===== src/rtl/pdt_pkg.sv =====
`default_nettype none
// ----------------------------------------------------------------------------
// Periodic task dispatcher package
// Operation codes, controller states and the payload types of both channels.
// ----------------------------------------------------------------------------
package pdt_pkg;

  typedef enum logic [1:0] {
    OP_TICK    = 2'd0,
    OP_EXECUTE = 2'd1,
    OP_ADD     = 2'd2,
    OP_POST    = 2'd3
  } op_e;

  typedef enum logic [3:0] {
    ST_IDLE = 4'b0001,
    ST_SCAN = 4'b0010,
    ST_EXEC = 4'b0100,
    ST_EMIT = 4'b1000
  } state_e;

  typedef struct packed {
    op_e         op;
    logic [31:0] period;
    logic [7:0]  handle;
  } in_t;

  typedef struct packed {
    logic       event_fired;
    logic [7:0] event_handle;
    logic       task_fired;
    logic [7:0] task_handle;
    logic [3:0] task_slot;
    logic       full_error;
    logic       overrun;
  } out_t;

endpackage
`default_nettype wire


===== src/rtl/pdt_task_table.sv =====
`default_nettype none
// ----------------------------------------------------------------------------
// Periodic task dispatcher task table
// Holds period, handle and time stamp of every task in synchronous memories
// and flags whether the entry read last has run past its period.
// ----------------------------------------------------------------------------
module pdt_task_table
  import pdt_pkg::*;
#(
  parameter int unsigned MaxTasks = 16,
  parameter int unsigned SlotW    = 4
) (
  input  wire logic             clk_i,
  input  wire logic             wr_entry_i,
  input  wire logic             wr_stamp_i,
  input  wire logic [SlotW-1:0] wr_addr_i,
  input  wire logic [31:0]      wr_period_i,
  input  wire logic [7:0]       wr_handle_i,
  input  wire logic [31:0]      wr_stamp_val_i,
  input  wire logic [SlotW-1:0] rd_addr_i,
  input  wire logic [31:0]      tick_i,
  output logic [7:0]            rd_handle_o,
  output logic                  expired_o
);

  logic [39:0] info_mem [MaxTasks];
  logic [31:0] stamp_mem [MaxTasks];
  logic [39:0] info_q;
  logic [31:0] stamp_q;
  logic [31:0] elapsed;

  always_ff @(posedge clk_i) begin
    if (wr_entry_i) begin
      info_mem[wr_addr_i] <= {wr_handle_i, wr_period_i};
    end
    if (wr_entry_i || wr_stamp_i) begin
      stamp_mem[wr_addr_i] <= wr_stamp_val_i;
    end
    info_q  <= info_mem[rd_addr_i];
    stamp_q <= stamp_mem[rd_addr_i];
  end

  assign elapsed     = tick_i - stamp_q;
  assign expired_o   = elapsed > info_q[31:0];
  assign rd_handle_o = info_q[39:32];

endmodule
`default_nettype wire


===== src/rtl/pdt_event_stack.sv =====
`default_nettype none
// ----------------------------------------------------------------------------
// Periodic task dispatcher event stack
// Last-in first-out store of one-shot event handles with its fill count.
// ----------------------------------------------------------------------------
module pdt_event_stack
  import pdt_pkg::*;
#(
  parameter int unsigned MaxEvents = 16,
  parameter int unsigned AddrW     = 4,
  parameter int unsigned CountW    = 5
) (
  input  wire logic       clk_i,
  input  wire logic       rst_ni,
  input  wire logic       push_i,
  input  wire logic [7:0] push_data_i,
  input  wire logic       pop_i,
  output logic            full_o,
  output logic            empty_o,
  output logic [7:0]      top_o
);

  logic [7:0]        stack_mem [MaxEvents];
  logic [CountW-1:0] count_q, count_d;
  logic [CountW-1:0] top_idx;
  logic [7:0]        top_q;

  assign full_o  = count_q == CountW'(MaxEvents);
  assign empty_o = count_q == '0;
  assign top_idx = count_q - CountW'(1);
  assign top_o   = top_q;

  always_comb begin
    count_d = count_q;
    if (push_i) begin
      count_d = count_q + CountW'(1);
    end else if (pop_i) begin
      count_d = count_q - CountW'(1);
    end
  end

  always_ff @(posedge clk_i or negedge rst_ni) begin
    if (!rst_ni) begin
      count_q <= '0;
    end else begin
      count_q <= count_d;
    end
  end

  always_ff @(posedge clk_i) begin
    if (push_i) begin
      stack_mem[count_q[AddrW-1:0]] <= push_data_i;
    end
    top_q <= stack_mem[top_idx[AddrW-1:0]];
  end

endmodule
`default_nettype wire


===== src/rtl/periodic_task_dispatcher.sv =====
`default_nettype none
// ----------------------------------------------------------------------------
// Periodic task dispatcher
// Add and post go from idle straight to the emit state; execute passes
// through the exec state first, and tick may scan the task entries in the
// scan state first. A new item is taken only in idle, once the last result
// has been emitted; the task scan reads one table entry per cycle. Reset
// clears all control state; the memories are not cleared and need no clearing pass.
// ----------------------------------------------------------------------------
module periodic_task_dispatcher
  import pdt_pkg::*;
#(
  parameter int unsigned MaxTasks  = 16,
  parameter int unsigned MaxEvents = 16
) (
  input  wire logic clk_i,
  input  wire logic rst_ni,
  input  wire logic in_valid_i,
  output logic      in_ready_o,
  input  wire in_t  in_data_i,
  output logic      out_valid_o,
  input  wire logic out_ready_i,
  output out_t      out_data_o
);

  localparam int unsigned SlotW   = (MaxTasks > 1) ? $clog2(MaxTasks) : 1;
  localparam int unsigned TCountW = $clog2(MaxTasks + 1);
  localparam int unsigned EAddrW  = (MaxEvents > 1) ? $clog2(MaxEvents) : 1;
  localparam int unsigned ECountW = $clog2(MaxEvents + 1);

  state_e             state_q, state_d;
  logic [31:0]        tick_q, tick_d;
  logic [TCountW-1:0] task_cnt_q, task_cnt_d;
  logic [SlotW-1:0]   scan_ptr_q, scan_ptr_d;
  logic [TCountW-1:0] remain_q, remain_d;
  logic               task_pend_q, task_pend_d;
  logic [SlotW-1:0]   pend_slot_q, pend_slot_d;
  logic               event_pend_q, event_pend_d;
  out_t               res_q, res_d;
  out_t               out_q;
  logic               out_valid_q;

  logic               accept;
  logic               emit;
  logic [SlotW:0]     ptr_inc;
  logic [SlotW:0]     task_cnt_ext;
  logic [SlotW-1:0]   ptr_next;
  logic [SlotW+3:0]   slot_ext;

  logic               wr_entry;
  logic               wr_stamp;
  logic [SlotW-1:0]   wr_addr;
  logic [31:0]        wr_stamp_val;
  logic [SlotW-1:0]   rd_addr;
  logic [7:0]         rd_handle;
  logic               expired;

  logic               push;
  logic               pop;
  logic               stack_full;
  logic               stack_empty;
  logic [7:0]         stack_top;

  assign in_ready_o  = state_q == ST_IDLE;
  assign accept      = in_valid_i && in_ready_o;
  assign emit        = (state_q == ST_EMIT) && (!out_valid_q || out_ready_i);
  assign out_valid_o = out_valid_q;
  assign out_data_o  = out_q;

  assign ptr_inc      = {1'b0, scan_ptr_q} + (SlotW + 1)'(1);
  assign task_cnt_ext = (SlotW + 1)'(task_cnt_q);
  assign ptr_next     = (ptr_inc < task_cnt_ext) ? ptr_inc[SlotW-1:0] : '0;
  assign slot_ext     = {4'b0000, pend_slot_q};

  always_comb begin
    state_d      = state_q;
    tick_d       = tick_q;
    task_cnt_d   = task_cnt_q;
    scan_ptr_d   = scan_ptr_q;
    remain_d     = remain_q;
    task_pend_d  = task_pend_q;
    pend_slot_d  = pend_slot_q;
    event_pend_d = event_pend_q;
    res_d        = res_q;
    wr_entry     = 1'b0;
    wr_stamp     = 1'b0;
    wr_addr      = task_cnt_q[SlotW-1:0];
    wr_stamp_val = tick_q - 32'(task_cnt_q);
    rd_addr      = scan_ptr_q;
    push         = 1'b0;
    pop          = 1'b0;

    unique case (state_q)
      ST_IDLE: begin
        if (accept) begin
          res_d   = '0;
          state_d = ST_EMIT;
          unique case (in_data_i.op)
            OP_TICK: begin
              tick_d = tick_q + 32'd1;
              if (task_pend_q || event_pend_q) begin
                res_d.overrun = 1'b1;
              end else begin
                event_pend_d = !stack_empty;
                if (task_cnt_q != '0) begin
                  remain_d = task_cnt_q;
                  state_d  = ST_SCAN;
                end
              end
            end
            OP_EXECUTE: begin
              rd_addr = pend_slot_q;
              state_d = ST_EXEC;
            end
            OP_ADD: begin
              if (task_cnt_q < TCountW'(MaxTasks)) begin
                wr_entry   = 1'b1;
                task_cnt_d = task_cnt_q + TCountW'(1);
              end else begin
                res_d.full_error = 1'b1;
              end
            end
            OP_POST: begin
              if (!stack_full) begin
                push = 1'b1;
              end else begin
                res_d.full_error = 1'b1;
              end
            end
            default: begin
              state_d = ST_EMIT;
            end
          endcase
        end
      end
      ST_SCAN: begin
        if (expired) begin
          wr_stamp     = 1'b1;
          wr_addr      = scan_ptr_q;
          wr_stamp_val = tick_q;
          task_pend_d  = 1'b1;
          pend_slot_d  = scan_ptr_q;
          state_d      = ST_EMIT;
        end else begin
          scan_ptr_d = ptr_next;
          rd_addr    = ptr_next;
          remain_d   = remain_q - TCountW'(1);
          if (remain_q == TCountW'(1)) begin
            state_d = ST_EMIT;
          end
        end
      end
      ST_EXEC: begin
        if (event_pend_q && !stack_empty) begin
          pop                = 1'b1;
          res_d.event_fired  = 1'b1;
          res_d.event_handle = stack_top;
        end
        event_pend_d = 1'b0;
        if (task_pend_q) begin
          res_d.task_fired  = 1'b1;
          res_d.task_handle = rd_handle;
          res_d.task_slot   = slot_ext[3:0];
          task_pend_d       = 1'b0;
        end
        state_d = ST_EMIT;
      end
      ST_EMIT: begin
        if (emit) begin
          state_d = ST_IDLE;
        end
      end
      default: begin
        state_d = ST_IDLE;
      end
    endcase
  end

  always_ff @(posedge clk_i or negedge rst_ni) begin
    if (!rst_ni) begin
      state_q      <= ST_IDLE;
      tick_q       <= '0;
      task_cnt_q   <= '0;
      scan_ptr_q   <= '0;
      remain_q     <= '0;
      task_pend_q  <= 1'b0;
      pend_slot_q  <= '0;
      event_pend_q <= 1'b0;
      out_valid_q  <= 1'b0;
    end else begin
      state_q      <= state_d;
      tick_q       <= tick_d;
      task_cnt_q   <= task_cnt_d;
      scan_ptr_q   <= scan_ptr_d;
      remain_q     <= remain_d;
      task_pend_q  <= task_pend_d;
      pend_slot_q  <= pend_slot_d;
      event_pend_q <= event_pend_d;
      if (emit) begin
        out_valid_q <= 1'b1;
      end else if (out_ready_i) begin
        out_valid_q <= 1'b0;
      end
    end
  end

  always_ff @(posedge clk_i) begin
    res_q <= res_d;
    if (emit) begin
      out_q <= res_q;
    end
  end

  pdt_task_table #(
    .MaxTasks(MaxTasks),
    .SlotW   (SlotW)
  ) u_task_table (
    .clk_i         (clk_i),
    .wr_entry_i    (wr_entry),
    .wr_stamp_i    (wr_stamp),
    .wr_addr_i     (wr_addr),
    .wr_period_i   (in_data_i.period),
    .wr_handle_i   (in_data_i.handle),
    .wr_stamp_val_i(wr_stamp_val),
    .rd_addr_i     (rd_addr),
    .tick_i        (tick_q),
    .rd_handle_o   (rd_handle),
    .expired_o     (expired)
  );

  pdt_event_stack #(
    .MaxEvents(MaxEvents),
    .AddrW    (EAddrW),
    .CountW   (ECountW)
  ) u_event_stack (
    .clk_i      (clk_i),
    .rst_ni     (rst_ni),
    .push_i     (push),
    .push_data_i(in_data_i.handle),
    .pop_i      (pop),
    .full_o     (stack_full),
    .empty_o    (stack_empty),
    .top_o      (stack_top)
  );

endmodule
`default_nettype wire

===== config.mk =====
export PLATFORM = sky130hd
export DESIGN_NAME = periodic_task_dispatcher
export DESIGN_NICKNAME = d
export VERILOG_FILES = /design/src/rtl/pdt_pkg.sv /design/src/rtl/pdt_task_table.sv /design/src/rtl/pdt_event_stack.sv /design/src/rtl/periodic_task_dispatcher.sv
export SDC_FILE = /design/constraint.sdc
export NUM_CORES = 1
export LEC_CHECK = 0
export BUFFER_PORTS_ARGS = -buffer_cell sky130_fd_sc_hd__clkbuf_2
export CORE_MARGIN = 2
export CORE_UTILIZATION = 56
export CTS_CLUSTER_SIZE = 10
export DETAILED_ROUTE_END_ITERATION = 10
export PLACE_DENSITY = 0.75
export SLEW_MARGIN = 20
export SYNTH_ARGS = -nofsm -noshare
export SYNTH_HDL_FRONTEND = slang
export SYNTH_HIERARCHICAL = 1
export SYNTH_SLANG_ARGS = --single-unit

===== constraint.sdc =====
create_clock -name clk_i -period 7.8 [get_ports clk_i]
set_clock_uncertainty 0.05 [all_clocks]
set_input_delay 0.78 -clock clk_i [delete_from_list [all_inputs] [get_ports clk_i]]
set_output_delay 0.78 -clock clk_i [all_outputs]
set_load 0.02 [all_outputs]

Word-level counts from Yosys, hierarchy flattened --
Memories as Yosys holds them, arrays and structs flattened. A register that Yosys moved wholly into a read port is not among the register bits. Index checks and enable logic that the tools add are counted.
Word-level totals: memories kept 3, RAM bits 1280, logic and storage cells 143, bits of input ports 46, bits in registers 110, output and inout bits 26
Operators by class: muxes and demuxes 60, eq/ne operators 19, reduce and logical (&&, ||, !) cells 26, $lt $le $gt $ge 3, $add $sub $neg 8
Memory list:
- u_task_table.info_mem | words 16, width 40, rd ports 1, clocked after Yosys merged registers in 1, wr ports 1, line pdt_task_table.sv:26 | logic [39:0] info_mem [MaxTasks];
- u_task_table.stamp_mem | words 16, width 32, rd ports 1, clocked after Yosys merged registers in 1, wr ports 1, line pdt_task_table.sv:27 | logic [31:0] stamp_mem [MaxTasks];
- u_event_stack.stack_mem | words 16, width 8, rd ports 1, clocked after Yosys merged registers in 1, wr ports 1, line pdt_event_stack.sv:23 | logic [7:0] stack_mem [MaxEvents];
Operators by type and width (count):
- $mux W32 | 2
- $mux W4 | 12
- $pmux W22 S2 | 1
- $mux W5 | 7
- $add A32 B1 Y32 const B | 1
- $gt A32 B32 Y1 | 1
- $sub A32 B32 Y32 | 1
- $sub A32 B5 Y32 | 1
- $mux W1 | 28
- $mux W24 | 1
- $pmux W4 S2 | 2
- $pmux W4 S4 | 1
- $mux W13 | 1
- $ne A2 B2 Y1 const B | 6
- $reduce_and A3 Y1 | 4
- $add A5 B1 Y5 const B | 2
- $pmux W5 S2 | 1
- $reduce_bool A2 Y1 | 5
- $sub A5 B1 Y5 const B | 2
- $mux W9 | 1
- $reduce_and A4 Y1 | 2
- $ne A2 B1 Y1 const B | 3
- $pmux W1 S2 | 3
- $reduce_and A2 Y1 | 3
- 19 further kinds | 25

Logic depth before layout (Yosys ltp) --
Gate-level depths: netlist of the first run.
depth in word-level cells 8, depth in mapped cells 27, mapped depth without buffers 25

Cells and area by module --
Netlist of the first run, hierarchy kept.
Modules (own cells, without submodules):
- pdt_task_table | instances 1, cells each 2112, sequential area each 36034.6 um^2, area an instance 47518.1 um^2
- pdt_event_stack | instances 1, cells each 276, sequential area each 4129.0 um^2, area an instance 5582.9 um^2
- periodic_task_dispatcher | instances 1, cells each 496, sequential area each 2869.0 um^2, area an instance 5351.4 um^2

Worst setup path after synthesis of the first run --
Ideal clock, no wire load.
path type reg-to-reg, start reg tick_q[0], end mem u_task_table.info_mem[12][0] (enable), data required time 7.263 ns, period minus slack after synthesis 8.054 ns, buffers on the path 2, data arrival time 7.517 ns, setup time 0.487 ns, slack -0.254 ns, cell stages (with the launch flop) 26, cells stage by stage dfrtp_1 > inv_1 > ha_1 > inv_1 > fa_1 > a21oi_2 > o211ai_1 > a211oi_2 > o221ai_2 > a41o_1 > a21oi_2 > xnor2_1 > ha_1 > nand4_1 > nor4_1 > o21ai_0 > nor4bb_1 > a41oi_1 > nand2_1 > inv_1 > clkbuf_1 > nand2_1 > o21ai_0 > clkbuf_1 > nand3_1 > nor3_1
Between the ends: longest elaborated chain between the ends 4
Ends and longest elaborated chain:
- from (decl) | line periodic_task_dispatcher.sv:32 | logic [31:0] tick_q, tick_d;
- from (signal assigned) | line periodic_task_dispatcher.sv:192 | tick_q <= tick_d;
- $sub A32 B32 Y32 | line pdt_task_table.sv:43 | assign elapsed = tick_i - stamp_q;
- $gt A32 B32 Y1 | line pdt_task_table.sv:44 | assign expired_o = elapsed > info_q[31:0];
- named net expired | line periodic_task_dispatcher.sv:56 | logic expired;
- $mux W4 | line periodic_task_dispatcher.sv:137 | if (expired) begin
- $mux W4 | line periodic_task_dispatcher.sv:93 | unique case (state_q)
- named net wr_addr[2] | line periodic_task_dispatcher.sv:52 | logic [SlotW-1:0] wr_addr;
- to (decl) | line pdt_task_table.sv:26
The timed path passes the listed nets, and every way through them passes these cells.

Final worst setup path of the first run --
start reg tick_q[0], end mem u_task_table.stamp_mem[2][27] (enable)
Between the ends: elaborated cells on any way between the ends 9, those cells by class 1 x add/sub; 1 x order compare; 6 x mux; 1 x reduce/logical
RTL lines (line):
- $sub A32 B32 Y32 | pdt_task_table.sv:43
- $gt A32 B32 Y1 | pdt_task_table.sv:44
- named net expired | periodic_task_dispatcher.sv:56
- $mux W4 | periodic_task_dispatcher.sv:137
- $mux W4 | periodic_task_dispatcher.sv:93
- named net wr_addr[1] | periodic_task_dispatcher.sv:52
- to (decl) | pdt_task_table.sv:27
The timed path passes the listed nets, and every way through them passes these cells.

==> flow_metrics.tcl, run 1 <==
set metrics [dict create \
    power_density_nw_per_um2 337 \
    clock_sinks 1470 \
    hold_class "in -> async" \
    ctsHoldBuffers 0 \
    finalCritPeriodShare_pct 93.3 \
    final_core_util_pct 63.7 \
    power_frac_clock_pct 32.0 \
    clkTransAtPathRegs_ns 0.06 \
    grt_max_degree 107 \
    final_cell_mix "edfxtp_1 (1,328), mux4_2 (378), clkbuf_16 (167)" \
    required_ns 8.13 \
    worstSetupEndpointType "register" \
    cts.htree.levels 4 \
    grt_antenna_before_repair 5 \
    cp-start-kind "register" \
    clock_latency_ns 0.80 \
    synth_cells 2884 \
    tightest_slew_ns 1.07 \
    antenna_left 0 \
    power.switching_mw 6.20 \
    io_buffers 71 \
    yosys_register_bits 1470 \
    start_util_pct 56.5 \
    synthTopCellsByArea "edfxtp_1 (68%), mux4_2 (15%), dfxtp_1 (2.7%)" \
    avgSynthCellArea_um2 20.3 \
    first_pass_iters 6 \
    wl_per_cell_um 28.7 \
    overflow 0 \
    post-route-drc-count 0 \
    final.fill_count 6702 \
    dieArea_um2 107000 \
    grt_pass1_wl_um 196000 \
    ios 72 \
    combPwrFrac_pct 21.1 \
    crit_fanout 32 \
    synth_area_um2 58500 \
    cts_buffers 166 \
    status "finished clean" \
    netlist.area_leader.share_pct 68.2 \
    clockRootBuffer "clkbuf_16" \
    maxCapViolations 0 \
    die_h_um 327 \
    yosysWarnings 6 \
    ys_seq_area_share_pct 73.6 \
    vias 29000 \
    drt_iter0_markers 3131 \
    synth-async-reset-ratio_pct 4.22 \
    rows 118 \
    synth_edf_count 1328 \
    cts_setup_buffers 0 \
    worst-setup-path-type "reg -> reg" \
    rsz0062_at_grt "false" \
    period_minus_slack_ns 7.28 \
    setup_violations 0 \
    synth_nets 3014 \
    hold_violations 0 \
    internal-power_mw 16.0 \
    grt_pass1_vias 30300 \
    ys_types 87 \
    relSlewSlack_pct 28.2 \
    cts_repair_resize_count 0 \
    drive_gt1_share_pct 25.0 \
    die_x_um 327 \
    viasPerCell 6.34 \
    nets 3186 \
    fp.coreArea_um2 103000 \
    syn2layout_area_growth_pct 12.8 \
    p_sw_share_pct 27.9 \
    drv_slew 0 \
    fin_tns_setup_ns 0 \
    power_frac_seq_pct 46.9 \
    critical_path_arrival_ns 7.61 \
    cts_tree "done" \
    leakage_nw 21.6 \
    gp_congestion 0.928 \
    grt_use_total_pct 25.0 \
    fmax_mhz 137 \
    synth_largest_area_cell "edfxtp_1" \
    wirelength_um 131000 \
    clockBufferDepth 3 \
    ys.flop_type "edfxtp_1" \
    layout_commonest_cell "edfxtp_1" \
    dpl.hpwl_um 69800 \
    ir_worst_vdd_mv 0.268 \
]
[power by group through the flow]
stage / sequential, mW / clock [mW] / combinational, mW
after global routing: 10.4 / 7.53 / 5.09
after global placement: 10.6 / 0 / 4.35
after floorplan: 10.5 / 0 / 3.23
final: 10.4 / 7.11 / 4.69
after CTS: 10.4 / 7.23 / 4.60
after detailed placement: 10.6 / 0 / 4.55
[metrics by stage]
| stage | hold slack [ns] | instance area [µm²] | instances | total power [mW] | setup WS, ns |
|---|---|---|---|---|---|
| after global routing | 0.178 | 65900 | 4571 | 23.1 | 0.00635 |
| after global placement | 0.354 | 60800 | 4268 | 14.9 | 0.769 |
| after detailed placement | 0.355 | 60800 | 4268 | 15.1 | 0.593 |
| final | 0.136 | 65900 | 4571 | 22.2 | 0.522 |
| after floorplan | 0.350 | 58500 | 2884 | 13.7 | 0.0911 |
| after CTS | 0.121 | 65800 | 4569 | 22.3 | 0.557 |
[kinds of logic (layout without fill, tap and decap cells)]
| kind of cell | after synthesis | after routing | synth area share, % |
|---|---|---|---|
| xor+xnor | 97 | 97 | 1.50 |
| mux | 434 | 434 | 15.7 |
| flops | 1470 | 1470 | 73.6 |
| buf+inv | 224 | 529 | 1.82 |
| compound gates | 178 | 178 | 2.04 |
| fa+ha+maj | 84 | 84 | 1.82 |
| other cells | 0 | 2 | 0 |
| simple gates | 397 | 397 | 3.50 |
[state kept, by name (all words and copies together) (netlist names)]
signal / flops
scan_ptr_q: 4
out_valid_o: 1
remain_q: 5
out_data_o: 24
tick_q: 32
task_cnt_ext: 5
event_pend_q: 1
res_q: 24
u_task_table/stamp_mem: 512
u_task_table/info_mem: 640
u_event_stack/top_o: 8
u_task_table/info_q: 40
pend_slot_q: 4
u_event_stack/count_q: 5
state_q: 4
u_event_stack/stack_mem: 128
u_task_table/stamp_q: 32
task_pend_q: 1
[Yosys cell counts (all sizes together), types with 17 or more instances]
cell,count
nor3,28
xor2,42
nor2,101
dfxtp,80
nand2,99
clkbuf,56
dfrtp,61
o21ai,41
nand3,31
nand4,21
buf,81
inv,87
edfxtp,1328
mux2i,49
and2,23
mux4,384
xnor2,55
nand2b,17
ha,82
a21oi,52
[per-layer routing]
metal  vias up  GRT usage, %  part of all wire, %
met5         -             0                0.028
met1     15300          33.3                   38
met3       266          4.54                  7.2
li1      12000             -                    -
met4         6          9.48                  3.2
met2      1362          41.7                   51
[area by class of cell]
class / instances / area (µm²) / share of cell area [%]
flip-flops and latches: 1470 / 43000 / 65.3
clock buffers: 283 / 4630 / 7.03
multi-input cells: 1190 / 14800 / 22.4
repair buffers: 141 / 1040 / 1.58
diodes: 2 / 5.00 / 0.00759
well taps: 1380 / 1730 / 2.62
clock inverters: 18 / 378 / 0.573
inverters: 87 / 327 / 0.495
[worst max-delay path: stages, from the launching register on]
cell      delay, ns
dfrtp_1        0.43
inv_1          0.08
ha_1           0.17
inv_1          0.06
fa_1           0.41
a21oi_2        0.19
o211ai_1       0.18
a211oi_2       0.35
o221ai_2       0.19
a41o_1         0.34
a21oi_2        0.17
xnor2_1        0.10
ha_1           0.31
nand4_1        0.11
nor4_1         0.45
o21ai_0        0.14
nor4bb_1       0.15
a41oi_1        0.44
nand2_1        0.15
inv_1          0.38
nand2_1        0.14
o21ai_1        0.10
buf_4          0.23
nand2b_1       0.29
o21bai_1       0.44
nor3_2         0.23
buf_4          0.54
[final timing paths]
check	depth (start not counted)	slack (ns)	endpoint	from
setup reg to reg	26	0.52	u_task_table/stamp_mem[2][27]$_DFFE_PP_	tick_q[0]$_DFFE_PN0P_
max in group asynchronous	2	6.93	tick_q[29]$_DFFE_PN0P_	rst_ni
hold / removal	2	0.14	out_valid_o$_DFFE_PN0P_	rst_ni
hold reg to reg	0	0.36	out_data_o[16]$_DFFE_PP_	res_q[16]$_DFFE_PP_
setup / recovery	26	0.52	u_task_table/stamp_mem[2][27]$_DFFE_PP_	tick_q[0]$_DFFE_PN0P_
min in group clk_i	3	0.32	out_valid_o$_DFFE_PN0P_	out_ready_i
Power figures use the tool's default switching activity.
==> run 2: changes to the inputs <==
--- a/config.mk
+++ b/config.mk
@@ -6,11 +6,14 @@
 export NUM_CORES = 1
 export LEC_CHECK = 0
 export BUFFER_PORTS_ARGS = -buffer_cell sky130_fd_sc_hd__clkbuf_2
+export CELL_PAD_IN_SITES_DETAIL_PLACEMENT = 1
+export CELL_PAD_IN_SITES_GLOBAL_PLACEMENT = 2
 export CORE_MARGIN = 2
-export CORE_UTILIZATION = 56
+export CORE_UTILIZATION = 45
 export CTS_CLUSTER_SIZE = 10
 export DETAILED_ROUTE_END_ITERATION = 10
 export PLACE_DENSITY = 0.75
+export SETUP_SLACK_MARGIN = 0.1
 export SLEW_MARGIN = 20
 export SYNTH_ARGS = -nofsm -noshare
 export SYNTH_HDL_FRONTEND = slang
==> run 2 against run 1 <==
Effect of this change: global-route usage shrank 3.5 points; critical endpoint is now u_task_table/stamp_q[19]$_DFF_P_; hold slack worse by 0.0094 ns; cell count rose by 8.4%; combinational power is 4.3% higher; clock-buffer cell count rose by 5; total power up 1.6%; non-clock buffer count grew 21.
==> flow_metrics.tcl, run 2 (synthesized netlist as in run 1, its figures left out) <==
set metrics [dict create \
    place_area_um2 61600 \
    diodes 0 \
    required_ns 8.36 \
    overflow 0 \
    wl_per_cell_um 28.3 \
    finalCritPeriodShare_pct 92.6 \
    status "finished clean" \
    die_h_um 364 \
    fmax_mhz 138 \
    final_cell_mix "edfxtp_1 (1,328), mux4_2 (378), clkbuf_16 (170)" \
    dpl.hpwl_um 83200 \
    first_pass_iters 6 \
    drive_gt1_share_pct 25.6 \
    clockRootBuffer "clkbuf_16" \
    grt_pass1_vias 31100 \
    maxCapViolations 0 \
    drv_slew 0 \
    clkTransAtPathRegs_ns 0.05 \
    period_minus_slack_ns 7.23 \
    ios 72 \
    viasPerCell 5.74 \
    clock_latency_ns 0.79 \
    drt_iter0_markers 2554 \
    cts_setup_buffers 0 \
    grt_antenna_before_repair 8 \
    worst-setup-path-type "reg -> reg" \
    power_density_nw_per_um2 338 \
    slowest_stage "mux4_2" \
    cts_tree "done" \
    syn2layout_area_growth_pct 14.2 \
    grt_pass1_wl_um 210000 \
    grt_use_total_pct 21.5 \
    io_buffers 71 \
    relSlewSlack_pct 28.6 \
    fp.coreArea_um2 129000 \
    clockBufferDepth 3 \
    largest_register_ffs 640 \
    antenna_left 0 \
    clock_sinks 1470 \
    grt_max_degree 101 \
    worstSetupEndpointType "register" \
    crit_family "compound AO/OA/AOI/OAI gates" \
    die_x_um 364 \
    start_util_pct 45.3 \
    r2r_slack_ns 0.57 \
    setup_violations 0 \
    hold_class "in -> async" \
    leakage_nw 21.8 \
    tightest_slew_ns 1.07 \
    rsz0062_at_grt "false" \
    final_area_um2 66800 \
    fin_tns_setup_ns 0 \
    cts.htree.levels 4 \
    cp-start-kind "register" \
    rows 132 \
    hold_violations 0 \
    crit_fanout 60 \
    gp_congestion 0.835 \
    cts_buffers 168 \
    post-route-drc-count 0 \
    wirelength_um 140000 \
    nets 3209 \
    regMostFlops "u_task_table/info_mem" \
    total_power_mw 22.6 \
    dieArea_um2 133000 \
    timing.critical_path.buf_inv 4 \
    layout_commonest_cell "edfxtp_1" \
    vias 28500 \
    ir_worst_vdd_mv 0.267 \
    crit_path_max_incr_delay_ns 0.58 \
    critical_path_arrival_ns 7.78 \
]
[run 2: changes by cell type in the layout (fill, tap and decap cells not counted), sizes merged]
cell / delta
diode: -2
clkbuf: +4
inv: +6
buf: +22
clkinv: -9
bufinv: +3
[run 2: layout make-up]
cell class | instances | area (µm²)
fill | 11500 | 62400
sequential | 1470 | 43000
multi-input combinational | 1190 | 14800
clock buffer | 288 | 4740
tap | 1742 | 2180
timing repair buffer | 162 | 1400
inverter | 87 | 327
clock inverter | 18 | 298
[run 2: power by group]
part	switching (mW)	internal (mW)
logic	3.11	1.77
registers	0.197	10.2
clock network	3.04	4.22
total	6.35	16.2
[run 2: worst paths after layout]
check,from,to,cells after the start
worst max-delay path,tick_q[0]$_DFFE_PN0P_,u_task_table/stamp_q[19]$_DFF_P_,26
worst min-delay path,rst_ni,out_valid_o$_DFFE_PN0P_,2
worst max register to register,tick_q[0]$_DFFE_PN0P_,u_task_table/stamp_q[19]$_DFF_P_,26
worst min register to register,res_q[20]$_DFFE_PP_,out_data_o[20]$_DFFE_PP_,0
max in group asynchronous,rst_ni,tick_q[28]$_DFFE_PN0P_,2
min in group clk_i,out_ready_i,out_valid_o$_DFFE_PN0P_,3
[run 2: metrics by stage]
step	hold slack [ns]	worst slack, ns	instances	utilization [%]
after global routing	0.168	0.164	4957	51.7
final	0.127	0.575	4957	51.7
after detailed placement	0.356	0.569	4651	47.7
after CTS	0.121	0.504	4957	51.6
after global placement	0.355	0.543	4651	47.7
after floorplan	0.350	0.0911	2884	-
[run 2: metal layers]
metal	global-route usage (%)	vias up	wire, µm
met5	0	-	87
met2	36.6	633	71600
li1	-	12100	-
met4	5.65	12	2810
met3	3.41	216	5730
met1	29.1	15500	59800
[run 2: timing repair]
item                       CTS  global route
resized for setup            0             3
setup endpoints to repair    0           105
hold buffers                 0             0
[run 2: worst register-to-register path, cell delays in order, from the launching register on]
cell	delay, ns
dfrtp_1	0.43
inv_1	0.08
ha_1	0.16
inv_1	0.06
fa_1	0.43
a21oi_2	0.19
o211ai_1	0.21
a211oi_2	0.36
o221ai_2	0.21
a31oi_1	0.31
o21ai_1	0.13
xor2_1	0.31
ha_1	0.31
nand3_1	0.08
a21oi_1	0.07
o21bai_1	0.14
a21oi_1	0.09
nor4bb_1	0.38
a41oi_2	0.15
a2111oi_0	0.36
o21a_1	0.32
a211oi_1	0.12
a21oi_4	0.23
buf_12	0.21
buf_12	0.42
mux4_2	0.69
mux4_2	0.53
